**src/design/b58_pkg.sv**
```systemverilog
// Package for the base-58 encoder: sizes, arithmetic constants, payload types,
// controller states, the controller/datapath command and status structs and the alphabet.
// Depends on nothing; every other design file imports it.
package b58_pkg;

  localparam int MAX_BYTES    = 32;
  localparam int STORE_DIGITS = MAX_BYTES * 138 / 100 + 1;
  localparam int ADDR_W       = $clog2(STORE_DIGITS);
  localparam int CNT_W        = $clog2(STORE_DIGITS + 1);
  localparam int DIGIT_W      = 6;
  localparam int BYTE_W       = 8;
  localparam int BASE         = 58;
  localparam int CARRY_W      = 9;
  localparam int CARRY_MAX    = 256;
  localparam int ACC_W        = DIGIT_W + BYTE_W;
  localparam int RECIP_SHIFT  = 20;
  localparam int RECIP        = ((1 << RECIP_SHIFT) + BASE - 1) / BASE;
  localparam int RECIP_W      = 15;
  localparam int PROD_W       = ACC_W + RECIP_W;
  localparam int CHAR_W       = 7;
  localparam int CAP_W        = 7;
  localparam int CHK_W        = CNT_W + 2;

  localparam logic [CAP_W-1:0]  CAP_RESET = CAP_W'(65);
  localparam logic [CHAR_W-1:0] CHAR_ONE  = CHAR_W'(8'h31);
  localparam logic [CHAR_W-1:0] CHAR_NONE = '0;

  typedef enum logic [1:0] {
    B58_OK      = 2'd0,
    B58_ERR_CAP = 2'd1,
    B58_ERR_LEN = 2'd2
  } b58_status_e;

  typedef enum logic [2:0] {
    ST_IDLE,
    ST_FOLD,
    ST_FINISH,
    ST_ZERO,
    ST_DRD,
    ST_DOUT
  } b58_state_e;

  typedef struct packed {
    logic [BYTE_W-1:0] data_byte;
    logic              last_byte;
  } b58_in_t;

  typedef struct packed {
    logic [CHAR_W-1:0] out_char;
    logic              last_char;
    b58_status_e       status;
  } b58_out_t;

  typedef struct packed {
    logic accept;
    logic fold_step;
    logic rd_emit;
    logic load_zero;
    logic load_digit;
    logic load_error;
    logic clear_msg;
  } b58_cmd_t;

  typedef struct packed {
    logic fold_needed;
    logic in_last;
    logic fold_done;
    logic msg_last;
    logic err;
    logic lz_zero;
    logic lz_one;
    logic sig_zero;
    logic sig_one;
    logic out_free;
  } b58_sts_t;

  function automatic logic [CHAR_W-1:0] b58_char(input logic [DIGIT_W-1:0] d);
    logic [CHAR_W-1:0] c;
    logic [CHAR_W-1:0] dd;
    dd = CHAR_W'(d);
    if (d < DIGIT_W'(9)) begin
      c = CHAR_W'(8'h31) + dd;
    end else if (d < DIGIT_W'(17)) begin
      c = CHAR_W'(8'h41) + dd - CHAR_W'(9);
    end else if (d < DIGIT_W'(22)) begin
      c = CHAR_W'(8'h4A) + dd - CHAR_W'(17);
    end else if (d < DIGIT_W'(33)) begin
      c = CHAR_W'(8'h50) + dd - CHAR_W'(22);
    end else if (d < DIGIT_W'(44)) begin
      c = CHAR_W'(8'h61) + dd - CHAR_W'(33);
    end else if (d < DIGIT_W'(BASE)) begin
      c = CHAR_W'(8'h6D) + dd - CHAR_W'(44);
    end else begin
      c = CHAR_ONE;
    end
    return c;
  endfunction

endpackage

```
**src/design/b58_ctrl.sv**
```systemverilog
// Controller state machine of the base-58 encoder: sequences byte intake, digit sweeps
// and character emission. Depends on b58_pkg; drives the datapath b58_dp by commands.
module b58_ctrl (
  input  logic              clk_i,
  input  logic              rst_ni,
  input  logic              in_valid_i,
  output logic              in_stall_o,
  input  b58_pkg::b58_sts_t sts_i,
  output b58_pkg::b58_cmd_t cmd_o
);
  import b58_pkg::*;

  b58_state_e state_q, state_d;

  always_ff @(posedge clk_i or negedge rst_ni) begin
    if (!rst_ni) begin
      state_q <= ST_IDLE;
    end else begin
      state_q <= state_d;
    end
  end

  always_comb begin
    state_d    = state_q;
    cmd_o      = '0;
    in_stall_o = 1'b1;
    case (state_q)
      ST_IDLE: begin
        in_stall_o = 1'b0;
        if (in_valid_i) begin
          cmd_o.accept = 1'b1;
          if (sts_i.fold_needed) begin
            state_d = ST_FOLD;
          end else if (sts_i.in_last) begin
            state_d = ST_FINISH;
          end
        end
      end
      ST_FOLD: begin
        cmd_o.fold_step = 1'b1;
        if (sts_i.fold_done) begin
          state_d = sts_i.msg_last ? ST_FINISH : ST_IDLE;
        end
      end
      ST_FINISH: begin
        cmd_o.rd_emit = 1'b1;
        if (sts_i.err) begin
          if (sts_i.out_free) begin
            cmd_o.load_error = 1'b1;
            cmd_o.clear_msg  = 1'b1;
            state_d          = ST_IDLE;
          end
        end else if (!sts_i.lz_zero) begin
          state_d = ST_ZERO;
        end else if (!sts_i.sig_zero) begin
          state_d = ST_DRD;
        end else begin
          cmd_o.clear_msg = 1'b1;
          state_d         = ST_IDLE;
        end
      end
      ST_ZERO: begin
        cmd_o.rd_emit = 1'b1;
        if (sts_i.out_free) begin
          cmd_o.load_zero = 1'b1;
          if (sts_i.lz_one) begin
            if (sts_i.sig_zero) begin
              cmd_o.clear_msg = 1'b1;
              state_d         = ST_IDLE;
            end else begin
              state_d = ST_DRD;
            end
          end
        end
      end
      ST_DRD: begin
        cmd_o.rd_emit = 1'b1;
        state_d       = ST_DOUT;
      end
      ST_DOUT: begin
        cmd_o.rd_emit = 1'b1;
        if (sts_i.out_free) begin
          cmd_o.load_digit = 1'b1;
          if (sts_i.sig_one) begin
            cmd_o.clear_msg = 1'b1;
            state_d         = ST_IDLE;
          end else begin
            state_d = ST_DRD;
          end
        end
      end
      default: begin
        state_d = ST_IDLE;
      end
    endcase
  end

endmodule

```
**src/design/b58_dp.sv**
```systemverilog
// Datapath of the base-58 encoder: digit memory, multiply-by-256 carry unit, message
// counters, capacity register and output register. Depends on b58_pkg; driven by b58_ctrl.
module b58_dp (
  input  logic                        clk_i,
  input  logic                        rst_ni,
  input  b58_pkg::b58_in_t            in_i,
  input  logic                        cfg_valid_i,
  input  logic [b58_pkg::CAP_W-1:0]   cfg_data_i,
  input  b58_pkg::b58_cmd_t           cmd_i,
  output b58_pkg::b58_sts_t           sts_o,
  output logic                        out_valid_o,
  input  logic                        out_stall_i,
  output b58_pkg::b58_out_t           out_o
);
  import b58_pkg::*;

  localparam logic [ADDR_W-1:0] LAST_ADDR = ADDR_W'(STORE_DIGITS - 1);

  logic [CAP_W-1:0]   cap_q;
  logic [CNT_W-1:0]   lz_q;
  logic [CNT_W-1:0]   cnt_q;
  logic [CNT_W-1:0]   sig_q;
  logic               seen_q;
  logic               ovf_q;
  logic               first_q;
  logic               last_q;
  logic [ADDR_W-1:0]  addr_q;
  logic [CARRY_W-1:0] carry_q;
  logic [DIGIT_W-1:0] mem_q [STORE_DIGITS];
  logic [DIGIT_W-1:0] rd_data_q;
  logic               out_valid_q;
  b58_out_t           out_q;

  logic               fold_needed;
  logic               cnt_full;
  logic [ADDR_W-1:0]  addr_d;
  logic [ADDR_W-1:0]  rd_addr;
  logic [DIGIT_W-1:0] dig_in;
  logic [ACC_W-1:0]   acc;
  logic [PROD_W-1:0]  prod;
  logic [CARRY_W-1:0] quot;
  logic [ACC_W-1:0]   rem_full;
  logic [DIGIT_W-1:0] rem;
  logic [CHK_W-1:0]   need;
  logic               out_free;

  assign cnt_full    = cnt_q >= CNT_W'(MAX_BYTES);
  assign fold_needed = !cnt_full && (seen_q || (in_i.data_byte != '0));
  assign addr_d      = (addr_q == LAST_ADDR) ? '0 : addr_q + ADDR_W'(1);

  assign dig_in   = first_q ? '0 : rd_data_q;
  assign acc      = {dig_in, {BYTE_W{1'b0}}} + ACC_W'(carry_q);
  assign prod     = PROD_W'(acc) * PROD_W'(RECIP);
  assign quot     = prod[RECIP_SHIFT +: CARRY_W];
  assign rem_full = acc - ACC_W'(quot) * ACC_W'(BASE);
  assign rem      = rem_full[DIGIT_W-1:0];

  assign need     = CHK_W'(lz_q) + CHK_W'(sig_q) + CHK_W'(1);
  assign out_free = !out_valid_q || !out_stall_i;

  always_comb begin
    rd_addr = '0;
    if (cmd_i.fold_step) begin
      rd_addr = addr_d;
    end else if (cmd_i.rd_emit && (sig_q != '0)) begin
      rd_addr = ADDR_W'(sig_q - CNT_W'(1));
    end
  end

  always_comb begin
    sts_o             = '0;
    sts_o.fold_needed = fold_needed;
    sts_o.in_last     = in_i.last_byte;
    sts_o.fold_done   = addr_q == LAST_ADDR;
    sts_o.msg_last    = last_q;
    sts_o.err         = ovf_q || (CHK_W'(cap_q) < need);
    sts_o.lz_zero     = lz_q == '0;
    sts_o.lz_one      = lz_q == CNT_W'(1);
    sts_o.sig_zero    = sig_q == '0;
    sts_o.sig_one     = sig_q == CNT_W'(1);
    sts_o.out_free    = out_free;
  end

  always_ff @(posedge clk_i or negedge rst_ni) begin
    if (!rst_ni) begin
      cap_q <= CAP_RESET;
    end else if (cfg_valid_i) begin
      cap_q <= cfg_data_i;
    end
  end

  always_ff @(posedge clk_i) begin
    if (cmd_i.fold_step) begin
      mem_q[addr_q] <= rem;
    end
    rd_data_q <= mem_q[rd_addr];
  end

  always_ff @(posedge clk_i or negedge rst_ni) begin
    if (!rst_ni) begin
      lz_q    <= '0;
      cnt_q   <= '0;
      sig_q   <= '0;
      seen_q  <= 1'b0;
      ovf_q   <= 1'b0;
      first_q <= 1'b0;
      last_q  <= 1'b0;
      addr_q  <= '0;
      carry_q <= '0;
    end else if (cmd_i.clear_msg) begin
      lz_q   <= '0;
      cnt_q  <= '0;
      sig_q  <= '0;
      seen_q <= 1'b0;
      ovf_q  <= 1'b0;
    end else if (cmd_i.accept) begin
      last_q <= in_i.last_byte;
      if (cnt_full) begin
        ovf_q <= 1'b1;
      end else begin
        cnt_q <= cnt_q + CNT_W'(1);
        if (fold_needed) begin
          first_q <= !seen_q;
          seen_q  <= 1'b1;
          carry_q <= CARRY_W'(in_i.data_byte);
          addr_q  <= '0;
        end else begin
          lz_q <= lz_q + CNT_W'(1);
        end
      end
    end else if (cmd_i.fold_step) begin
      carry_q <= quot;
      addr_q  <= addr_d;
      if (rem != '0) begin
        sig_q <= CNT_W'(addr_q) + CNT_W'(1);
      end
    end else if (cmd_i.load_zero) begin
      lz_q <= lz_q - CNT_W'(1);
    end else if (cmd_i.load_digit) begin
      sig_q <= sig_q - CNT_W'(1);
    end
  end

  always_ff @(posedge clk_i or negedge rst_ni) begin
    if (!rst_ni) begin
      out_valid_q <= 1'b0;
    end else if (cmd_i.load_error || cmd_i.load_zero || cmd_i.load_digit) begin
      out_valid_q <= 1'b1;
    end else if (!out_stall_i) begin
      out_valid_q <= 1'b0;
    end
  end

  always_ff @(posedge clk_i) begin
    if (cmd_i.load_error) begin
      out_q.out_char  <= CHAR_NONE;
      out_q.last_char <= 1'b1;
      out_q.status    <= ovf_q ? B58_ERR_LEN : B58_ERR_CAP;
    end else if (cmd_i.load_zero) begin
      out_q.out_char  <= CHAR_ONE;
      out_q.last_char <= (lz_q == CNT_W'(1)) && (sig_q == '0);
      out_q.status    <= B58_OK;
    end else if (cmd_i.load_digit) begin
      out_q.out_char  <= b58_char(rd_data_q);
      out_q.last_char <= sig_q == CNT_W'(1);
      out_q.status    <= B58_OK;
    end
  end

  assign out_valid_o = out_valid_q;
  assign out_o       = out_q;

  a_cnt_bound: assert property (@(posedge clk_i) disable iff (!rst_ni)
    cnt_q <= CNT_W'(MAX_BYTES))
    else $error("Byte count exceeds the message limit.");

  a_ovf_full: assert property (@(posedge clk_i) disable iff (!rst_ni)
    ovf_q |-> (cnt_q == CNT_W'(MAX_BYTES)))
    else $error("Overflow flag set before the message limit was reached.");

  a_carry_bound: assert property (@(posedge clk_i) disable iff (!rst_ni)
    cmd_i.fold_step |-> (carry_q <= CARRY_W'(CARRY_MAX)))
    else $error("Carry out of range during a digit sweep.");

  a_digit_nonzero: assert property (@(posedge clk_i) disable iff (!rst_ni)
    cmd_i.load_digit |-> (sig_q != '0))
    else $error("Digit emitted with no significant digits left.");

endmodule

```
**src/design/base58_encoder.sv**
```systemverilog
// Base-58 encoder with the Bitcoin alphabet. Each message byte is one input
// transaction, most significant first, with the final byte marked; the result is one
// transaction per character with the final one marked, or a single error transaction.
// A leading zero byte, or a byte beyond the 32-byte limit, is taken without a sweep;
// every other byte makes the datapath sweep all 45 stored base-58 digits through
// one multiply-and-divide unit at one digit per cycle, reading the next digit of the
// memory while writing the current one.
// After the final byte, a finish state decides the outcome; each leading '1' then goes
// straight to the output register, each further character via a memory read first,
// and a stalled output waits. No clearing pass follows reset or a message.
// Depends on b58_pkg, b58_ctrl and b58_dp.
module base58_encoder (
  input  logic                      clk_i,
  input  logic                      rst_ni,
  input  logic                      in_valid_i,
  output logic                      in_stall_o,
  input  b58_pkg::b58_in_t          in_i,
  output logic                      out_valid_o,
  input  logic                      out_stall_i,
  output b58_pkg::b58_out_t         out_o,
  input  logic                      cfg_valid_i,
  output logic                      cfg_ready_o,
  input  logic [b58_pkg::CAP_W-1:0] cfg_data_i
);
  import b58_pkg::*;

  b58_cmd_t cmd;
  b58_sts_t sts;

  assign cfg_ready_o = 1'b1;

  b58_ctrl u_ctrl (
    .clk_i      (clk_i),
    .rst_ni     (rst_ni),
    .in_valid_i (in_valid_i),
    .in_stall_o (in_stall_o),
    .sts_i      (sts),
    .cmd_o      (cmd)
  );

  b58_dp u_dp (
    .clk_i       (clk_i),
    .rst_ni      (rst_ni),
    .in_i        (in_i),
    .cfg_valid_i (cfg_valid_i),
    .cfg_data_i  (cfg_data_i),
    .cmd_i       (cmd),
    .sts_o       (sts),
    .out_valid_o (out_valid_o),
    .out_stall_i (out_stall_i),
    .out_o       (out_o)
  );

endmodule
```
**config.mk**
```make
export PLATFORM = sky130hd
export DESIGN_NAME = base58_encoder
export DESIGN_NICKNAME = d
export VERILOG_FILES = /design/src/design/b58_pkg.sv /design/src/design/b58_ctrl.sv /design/src/design/b58_dp.sv /design/src/design/base58_encoder.sv
export SDC_FILE = /design/constraint.sdc
export NUM_CORES = 1
export LEC_CHECK = 0
export BUFFER_PORTS_ARGS = -buffer_cell sky130_fd_sc_hd__buf_2
export CAP_MARGIN = 30
export CORE_MARGIN = 1.5
export CORE_UTILIZATION = 40
export CTS_CLUSTER_DIAMETER = 80
export DETAILED_ROUTE_END_ITERATION = 10
export GPL_TIMING_DRIVEN = 0
export HOLD_SLACK_MARGIN = 0.1
export MAX_ROUTING_LAYER = met4
export SLEW_MARGIN = 10
export SYNTH_ARGS = -nofsm -noshare
export SYNTH_HDL_FRONTEND = slang
export SYNTH_SLANG_ARGS = --single-unit
```
**constraint.sdc**
```tcl
create_clock -name clk_i -period 11.1 [get_ports clk_i]
set_clock_uncertainty 0.15 [all_clocks]
set_input_delay 1.665 -clock clk_i [delete_from_list [all_inputs] [get_ports clk_i]]
set_output_delay 1.665 -clock clk_i [all_outputs]
set_load 0.02 [all_outputs]
```
Yosys cells after proc, flatten, opt, wreduce, memory -nomap -nowiden
Memory sizes are Yosys's and may differ from the RTL's. A register that Yosys moved wholly into a read port is not among the register bits.
Index checks and enable logic that the tools add are counted.
{"block": "classes", "order_cmp": 8, "bitwise_logic": 2, "multipliers": 2, "add_sub_neg": 20, "muxes": 81, "eq_ne": 25, "reduce_logical": 37}
{"op": "two-way mux 6 bit", "count": 23}
{"op": "two-way mux 9 bit", "count": 6}
{"op": "two-way mux 7 bit", "count": 6}
{"op": "two-way mux 3 bit", "count": 12}
{"op": "adder 7 x 6 -> 7 bit (first input constant)", "count": 5}
{"op": "multiplier 14 x 15 -> 29 bit (second input constant)", "count": 1}
{"op": "two-way mux 1 bit", "count": 28}
{"op": "adder 6 x 1 -> 6 bit (second input constant)", "count": 3}
{"op": "less-than comparator 6 bit (second input constant)", "count": 3}
{"op": "case mux 3 bit (6 select lines)", "count": 1}
{"op": "AND reduction 4 bit", "count": 4}
{"op": "adder 14 x 9 -> 14 bit", "count": 1}
{"op": "subtractor 7 x 5 -> 7 bit (second input constant)", "count": 2}
{"op": "subtractor 7 x 6 -> 7 bit (second input constant)", "count": 2}
{"op": "== test 6 x 1 -> 1 bit (second input constant)", "count": 2}
{"op": "logical NOT 6 bit", "count": 2}
{"op": "less-than comparator 6 x 5 -> 1 bit (second input constant)", "count": 2}
{"op": "!= test 2 bit (second input constant)", "count": 6}
{"op": "!= test 3 x 2 -> 1 bit (second input constant)", "count": 4}
{"op": "nonzero test 6 bit", "count": 2}
{"op": "subtractor 6 x 1 -> 6 bit (second input constant)", "count": 2}
{"op": "nonzero test 2 bit", "count": 5}
{"op": "multiplier 9 x 5 -> 5 bit (second input constant)", "count": 1}
{"op": "!= test 3 bit (second input constant)", "count": 3}
{"op": "other kinds (27)", "count": 49}
{"block": "word_totals", "mem_bits_rw": 270, "input_bits": 21, "elab_cells": 192, "regBits": 58, "mem_count": 1}
{"name": "u_dp.mem_q", "depth": 45, "width": 6, "read_ports": 1, "rd_ports_with_merged_regs": 1, "wr": 1, "line_no": "b58_dp.sv:29", "rtl": "logic [DIGIT_W-1:0] mem_q [STORE_DIGITS];"}

Depth between registers and ports, before layout
Gate-level depths: netlist (run 1).
{"block": "logic_depth", "depth_word": 11, "mapped_depth": 39, "mapped_depth_nobuf": 39}

Modules after synthesis
From an unflattened synthesis (run 1), not the netlist that was laid out.
{"block": "unflattened", "hier_cells": 1730, "hier_area_um2": 19392.3}
{"mod": "b58_dp", "cells_each": 1678, "seq_area_each_um2": 9576.7, "area_each_um2": 18958.2, "instances": 1}
{"mod": "b58_ctrl", "cells_each": 50, "seq_area_each_um2": 75.1, "area_each_um2": 422.9, "instances": 1}
{"mod": "base58_encoder", "cells_each": 2, "seq_area_each_um2": 0.0, "area_each_um2": 11.3, "instances": 1}

Least setup slack after synthesis (run 1)
No wires, ideal clock.
{"block": "synth_timing", "kind": "register -> register", "startpoint": "register u_dp.rd_data_q[1] (read register of u_dp.mem_q)", "endpoint": "register u_dp.sig_q[2]", "required_time_ns": 10.829, "stages_incl_launch_ff": 37, "synth_period_minus_slack_ns": 9.782, "arrival_ns": 9.511, "setup_slack_ns": 1.318, "setup_ns": 0.121, "n_path_buf": 1, "cell_sequence": "dfxtp_1 > clkbuf_1 > inv_1 > nor2_1 > ha_1 > nand3_1 > xnor2_1 > nor2_1 > inv_1 > ha_1 > inv_1 > ha_1 > nor2_1 > xnor2_1 > ha_1 > inv_1 > fa_1 > fa_1 > inv_1 > fa_1 > fa_1 > ha_1 > nand2_1 > nor3_1 > o211ai_1 > a31oi_1 > nor2_1 > xnor2_1 > ha_1 > ha_1 > ha_1 > inv_1 > ha_1 > xnor2_1 > nor3_1 > a211o_1 > a22o_1"}
{"block": "synth_via", "elab_chain_len": 8}
{"item": "start, declared", "line_no": "b58_dp.sv:30", "rtl": "logic [DIGIT_W-1:0] rd_data_q;"}
{"item": "two-way mux 6 bit", "line_no": "b58_dp.sv:51", "rtl": "assign dig_in = first_q ? '0 : rd_data_q;"}
{"item": "adder 14 x 9 -> 14 bit", "line_no": "b58_dp.sv:52", "rtl": "assign acc = {dig_in, {BYTE_W{1'b0}}} + ACC_W'(carry_q);"}
{"item": "multiplier 14 x 15 -> 29 bit", "line_no": "b58_dp.sv:53", "rtl": "assign prod = PROD_W'(acc) * PROD_W'(RECIP);"}
{"item": "multiplier 9 x 5 -> 5 bit", "line_no": "b58_dp.sv:55", "rtl": "assign rem_full = acc - ACC_W'(quot) * ACC_W'(BASE);"}
{"item": "subtractor 6 bit", "line_no": "b58_dp.sv:55"}
{"item": "via u_dp.rem_full[4]", "line_no": "b58_dp.sv:42", "rtl": "logic [ACC_W-1:0] rem_full;"}
{"item": "nonzero test 6 bit", "line_no": "b58_dp.sv:134", "rtl": "if (rem != '0) begin"}
{"item": "!= test 3 x 2 -> 1 bit (no line)"}
{"item": "AND reduction 4 bit (no line)"}
{"item": "end signal, assigned", "line_no": "b58_dp.sv:135", "rtl": "sig_q <= CNT_W'(addr_q) + CNT_W'(1);"}
{"item": "end signal, assigned", "line_no": "b58_dp.sv:140", "rtl": "sig_q <= sig_q - CNT_W'(1);"}
{"item": "end, declared", "line_no": "b58_dp.sv:22", "rtl": "logic [CNT_W-1:0] sig_q;"}
The timed path passes the listed nets, and every way through them passes these cells.
A chain may end at the register's enable or synchronous reset.

Worst setup path in the final report (run 1)
{"block": "layout_timing", "startpoint": "register u_dp.rd_data_q[1] (read register of u_dp.mem_q)", "endpoint": "memory u_dp.mem_q[39][5], data pin"}
{"block": "layout_via", "elab_chain_len": 5}
{"item": "two-way mux 6 bit", "line_no": "b58_dp.sv:51"}
{"item": "adder 14 x 9 -> 14 bit", "line_no": "b58_dp.sv:52"}
{"item": "multiplier 14 x 15 -> 29 bit", "line_no": "b58_dp.sv:53"}
{"item": "multiplier 9 x 5 -> 5 bit", "line_no": "b58_dp.sv:55"}
{"item": "subtractor 6 bit", "line_no": "b58_dp.sv:55"}
{"item": "via u_dp.rem_full[5]", "line_no": "b58_dp.sv:42"}
{"item": "end, declared", "line_no": "b58_dp.sv:29"}
The timed path passes the listed nets, and every way through them passes these cells.

==> key figures, run 1 <==
GRT
  – Largest net degree at the start of global routing: 46
  – Antenna violations before repair: 1
  – GRT overflow: 0
  – Global Route Usage Sum: 20.7%
  – Vias in the first global route: 13.6k
  – First-pass GRT wire length: 77.6 mm

Timing
  – Period utilization: 92.9%
  – Fmax: 96.9 MHz
  – Worst setup margin: 783 ps
  – Hold Violations, Final: 0
  – Tmin final: 10320 ps
  – Worst slew pin tran: 962 ps
  – Unrepaired setup endpoints after global routing: false
  – Setup violators final: 0
  – Slew headroom: 35.9%
  – Max Slew Vio Count: 0

Logic synthesis
  – Post-Syn Instances: 1681
  – Synth warn: 0
  – Synthesized Nets: 1925
  – Primary FF master, synth: edfxtp_1
  – Synth Register Bits: 334
  – Mean Syn Cell Area: 11.6 sq um
  – Post-synth cell types: 92
  – Fraction of registers with async set or reset after synthesis: 14.4%
  – Seq/Total Area, Yosys: 49.5%
  – Area of the mapped netlist: 19500 sq um
  – Number of synthesized flops with an enable pin: 272

Setup path
  – Setup CP Type: reg2reg
  – Largest stage delay on the critical path: 570 ps
  – Worst Setup Start Kind: flop
  – Buf+Inv Stages, Crit Path: 8
  – Worst setup EP type: flop
  – Most used cell, CP: ha_1
  – Worst Path Arrival: 10370 ps
  – Cell depth of the worst setup path: 37
  – Required time of the critical path: 11160 ps
  – Critical path peak fanout: 45
  – Reg2Reg Depth: 37
  – Crit-path leading delay family: adder cells
  – CP max stage cell: fa_1

Placed design
  – I/O Buffers: 31
  – DP Worst Slack: 468 ps
  – Post-DP HPWL: 36.3 mm
  – Placed cell area: 20600 sq um
  – GPL Wtd Cong: 0.931
  – Cells after DPL: 2335

Layout
  – Layout cells sized above 1: 11.1%
  – Non-filler cells, final: 2400
  – Design area: 21800 sq um
  – Final core occ: 45.5%
  – Synth-to-Final Area Change: 11.7%
  – Footprint of the multi-input gates: 8990 sq um
  – Nets: 2003
  – # fillers: 4382
  – Register Area: 9650 sq um

Clock tree
  – Hold Buf Count CTS: 0
  – Clock buffer count from CTS: 37
  – Post-CTS Setup Bufs: 0
  – # clock sinks: 334
  – Clock-pin slew on the worst setup and hold paths: 60 ps
  – CTS tree: done
  – Post-CTS resize count: 0
  – Worst skew pair latency: 560 ps
  – Max Buffers Root-to-Sink: 3
  – Root Driver: clkbuf_16
  – H-tree lvl count: 2

Worst hold path
  – Worst hold path stage count: 1
  – HP Class: reg2reg

Route
  – DR pass1 iterations: 6
  – # DRC: 0
  – Via count: 13.3k
  – Vias per cell: 5.55
  – DR iter-0 viols: 1296
  – Routed len/inst: 20.5 microns
  – Post-route ant nets: 0
  – Total wire length: 49.1 mm

Floorplanning
  – Initial Utilization: 40.7%
  – Die X: 224 microns
  – I/O pin cnt: 34
  – Die Y: 224 microns
  – FP Rows: 80
  – Core Area: 47900 sq um
  – Full die area: 50100 sq um

Status
  – Status: complete, no violations

Flow run
  – Max cap viols: 0
## logic make-up after synthesis
logic type               share of synthesized area, %
buffers and inverters                            4.67
other                                          0.0192
XOR/XNOR                                         2.05
flip-flops                                       49.5
AND/OR/NAND/NOR                                  11.3
AO/OA/AOI/OAI                                    11.3
adder cells (fa/ha/maj)                          16.6
multiplexers                                     4.60
## synth_stat cells (all sizes together) (6+ instances only)
library cell,instances,share of area (%)
clkbuf,28,0.54
and2,26,0.85
a222oi,12,0.62
a22oi,6,0.23
mux2,27,1.6
a21oi,58,1.6
nand2b,7,0.22
a211oi,27,1.1
nand3b,6,0.23
a31oi,11,0.35
o311ai,6,0.31
nor3,15,0.41
edfxtp,272,42
a311oi,24,1.1
a32oi,6,0.27
a211o,7,0.31
nand2,186,3.6
ha,163,10
dfrtp,46,5.9
o211ai,14,0.56
xor2,18,0.81
o31ai,8,0.38
a22o,9,0.40
nor2b,6,0.19
inv,139,2.7
fa,60,6.2
nor3b,9,0.43
nand4,15,0.48
mux2i,59,3.0
a21o,10,0.38
nor4,7,0.30
nor2,122,2.5
xnor2,25,1.1
and3,8,0.26
o22ai,21,0.74
buf,47,1.4
o21ai,57,1.5
dfxtp,14,1.4
nand3,44,1.1
## placed cells by master (no fill, tap or decap), types with 8 or more instances in the layout
| cell | instances |
|---|---|
| clkbuf_1 | 35 |
| ha_1 | 163 |
| nand3_1 | 44 |
| and2_0 | 18 |
| edfxtp_1 | 272 |
| a211oi_1 | 25 |
| fa_1 | 59 |
| xnor2_1 | 24 |
| inv_1 | 137 |
| mux2i_1 | 59 |
| o22ai_1 | 19 |
| a21o_1 | 10 |
| clkinv_1 | 10 |
| dfxtp_1 | 14 |
| dfrtp_1 | 45 |
| nor2_1 | 116 |
| and3_1 | 8 |
| nand2_1 | 186 |
| nor3_1 | 14 |
| a222oi_1 | 12 |
| a22o_1 | 9 |
| xor2_1 | 16 |
| nand4_1 | 15 |
| o21ai_1 | 12 |
| o21ai_0 | 44 |
| mux2_2 | 26 |
| a311oi_1 | 22 |
| buf_2 | 60 |
| a31oi_1 | 11 |
| o211ai_1 | 13 |
| a21oi_1 | 54 |
| clkbuf_16 | 38 |
## routing by layer
layer,GRT usage [%],vias up,share of wire (%)
li1,-,6277,-
met1,26.9,6536,44
met2,33.2,439,47
met3,4.39,69,6.9
met4,4.86,0,1.9
met5,-,-,0
## sequential cells by signal (all words and copies together) (netlist names)
| register | count |
|---|---|
| u_dp.sig_q | 6 |
| u_dp.cap_q | 7 |
| u_dp.ovf_q | 1 |
| u_dp.mem_q | 270 |
| u_ctrl.state_q | 3 |
| u_dp.lz_q | 6 |
| u_dp.last_q | 1 |
| u_dp.rd_data_q | 6 |
| u_dp.first_q | 1 |
| u_dp.out_valid_o | 1 |
| u_dp.out_o | 10 |
| u_dp.addr_q | 6 |
| u_dp.seen_q | 1 |
| u_dp.carry_q | 9 |
| u_dp.cnt_q | 6 |
## through the flow
step           hold WS (ps)  TNS [ps]
2_1_floorplan           296         0
3_3_place_gp            287    -61220
3_5_place_dp            295         0
4_1_cts                 305         0
5_1_grt                 339         0
6_report                302         0
## final timing paths
kind	from	end	slack, ps
max	u_dp.rd_data_q[1]	u_dp.mem_q[39][5]	780
min	u_dp.out_o[9]	u_dp.out_o[9]	300
max reg2reg	u_dp.rd_data_q[1]	u_dp.mem_q[39][5]	780
min reg2reg	u_dp.out_o[9]	u_dp.out_o[9]	300
max in group asynchronous	rst_ni	u_dp.carry_q[0]	9360
min in group asynchronous	rst_ni	u_dp.lz_q[4]	890
## layout make-up
cell class | count | area share (%)
antenna | 1 | 0.0115
buffer | 75 | 1.75
clock buffer | 45 | 4.48
clock inverter | 19 | 0.781
inverter | 141 | 2.44
multi-input combinational | 1131 | 41.2
sequential | 334 | 44.3
tap | 615 | 3.53
timing repair buffer | 39 | 1.49
Power of run 1 is left out: the tool's default activity adds up to more than one toggle a clock period on the data nets, which glitch-free logic cannot reach.
==> run 2: changes to the inputs <==
Settings changed: SLEW_MARGIN 10 to 40.
Clock period 11.1 ns to 9.25 ns, I/O delays scaled along.
==> run 2 against run 1 <==
Cell count grew 0.88%. Critical path type unchanged. Cell area increased by 2.1%. Count of clock-buffer cells in the layout grew 1.
==> key figures, run 2 (same netlist as run 1, synthesis figures left out) <==
Setup path
  – CP startpoint: u_dp.rd_data_q[1]
  – Largest stage delay on the critical path: 590 ps
  – Worst R2R Start: u_dp.rd_data_q[1]
  – Worst Setup Start Kind: flop
  – Worst setup EP type: flop
  – Critical path peak fanout: 6
  – Reg2Reg Depth: 36
  – Flop2flop setup slack: 340 ps
  – R2R Path End: u_dp.sig_q[3]
  – Required time of the critical path: 9560 ps
  – Worst Path Arrival: 9220 ps
  – CP max stage cell: fa_2
  – Setup CP Type: reg2reg

Clock tree
  – Max Buffers Root-to-Sink: 3
  – CTS tree: done
  – H-tree lvl count: 2
  – Worst skew pair latency: 570 ps
  – # clock sinks: 334
  – Clock buffer count from CTS: 38
  – Hold Buf Count CTS: 0
  – Root Driver: clkbuf_16
  – Clock-pin slew on the worst setup and hold paths: 60 ps

Floorplanning
  – Full die area: 50100 sq um
  – FP Rows: 80
  – Initial Utilization: 40.7%
  – Core Area: 47900 sq um
  – Die Y: 224 microns
  – I/O pin cnt: 34
  – Die X: 224 microns

Timing
  – Fmax: 112 MHz
  – Worst slew pin tran: 861 ps
  – Tmin final: 8910 ps
  – Period utilization: 96.4%
  – Setup TNS: 0 ps
  – Setup violators final: 0
  – Hold Violations, Final: 0
  – Slew headroom: 42.6%
  – Max Slew Vio Count: 0

Layout
  – Reg with most FFs: u_dp.mem_q
  – Design area: 22300 sq um
  – Commonest non-fill, non-tap cell in the layout: edfxtp_1
  – # fillers: 4355
  – Nets: 2020
  – Synth-to-Final Area Change: 14.1%
  – Most frequent cells in the layout: edfxtp_1, nand2_1, ha_1
  – Flip-flop count of the largest register after layout: 270
  – Layout cells sized above 1: 14.2%

GRT
  – Global Route Usage Sum: 20.4%
  – First-pass GRT wire length: 76.2 mm
  – GRT overflow: 0
  – Antenna violations before repair: 3
  – Largest net degree at the start of global routing: 49
  – Vias in the first global route: 13.4k

Route
  – DR pass1 iterations: 6
  – # DRC: 0
  – Vias per cell: 5.49
  – Total wire length: 48.7 mm
  – Routed len/inst: 20.1 microns
  – Post-route ant nets: 0
  – DR iter-0 viols: 1380
  – Via count: 13.3k

Worst hold path
  – Worst hold path stage count: 2
  – WHS Endpoint: u_dp.out_o[2]
  – HP Class: reg2reg
  – Launch point of the worst hold path: u_dp.out_o[2]

Placed design
  – GPL Wtd Cong: 0.987
  – Post-DP HPWL: 35.5 mm
  – I/O Buffers: 31
  – Placed cell area: 20600 sq um

Status
  – Status: complete, no violations

Flow run
  – Max cap viols: 0
[run 2: worst max-delay path, delay by kind of cell (launching register included)]
kind                       cells  cell delay (ps)
adders and majority gates     13             4590
AOI/OAI and AO/OA              5             1150
DFF                            1              350
buffers and inverters          8              780
and+or+nand+nor                5              660
xor gates and xnor gates       5             1100
[run 2: how the worst max path moves through the flow]
stage	endpoint	slack, ps
6_report	u_dp.sig_q[3]	340
5_1_grt	u_dp.sig_q[1]	-30
4_1_cts	u_dp.sig_q[0]	40
3_5_place_dp	u_dp.mem_q[11][5]	-1300
3_3_place_gp	u_dp.sig_q[1]	-2380
2_1_floorplan	u_dp.sig_q[2]	80
[run 2: per-layer routing]
| metal | vias to the layer above | GRT usage (%) | wire length, microns |
|---|---|---|---|
| li1 | 6304 | - | - |
| met1 | 6452 | 27.2 | 21700 |
| met2 | 430 | 31.2 | 22200 |
| met3 | 98 | 3.86 | 3280 |
| met4 | 0 | 6.89 | 1510 |
| met5 | - | - | 0 |
[run 2: through the flow]
stage          instances  util, %  worst slack, ps  hold slack (ps)
6_report            2421     46.4              337              308
3_3_place_gp        2327     42.6            -2380              287
4_1_cts             2401     45.8             35.0              312
2_1_floorplan       1681        -             84.1              296
5_1_grt             2421     46.4            -28.2              328
3_5_place_dp        2333     42.9            -1300              296
[run 2: repair_timing]
item | in CTS | in global routing
setup buffers | 2 | 16
gates cloned | 0 | 1
pin swaps | 2 | 18
endpoints found under the setup margin | 95 | 51
resized for setup | 17 | 33
[run 2: final cells by class]
class / count / area (sq um) / share of cell area (%)
Buffer: 74 / 390 / 1.75
Clock inverter: 21 / 314 / 1.41
Multi-Input combinational cell: 1131 / 9180 / 41.2
Tap cell: 615 / 769 / 3.46
Timing Repair Buffer: 55 / 405 / 1.82
Clock buffer: 46 / 981 / 4.41
Inverter: 141 / 548 / 2.46
Timing Repair inverter: 1 / 8.76 / 0.0393
Sequential cell: 334 / 9660 / 43.4
Antenna cell: 3 / 7.51 / 0.0337
Power of run 2 is left out for the same reason.
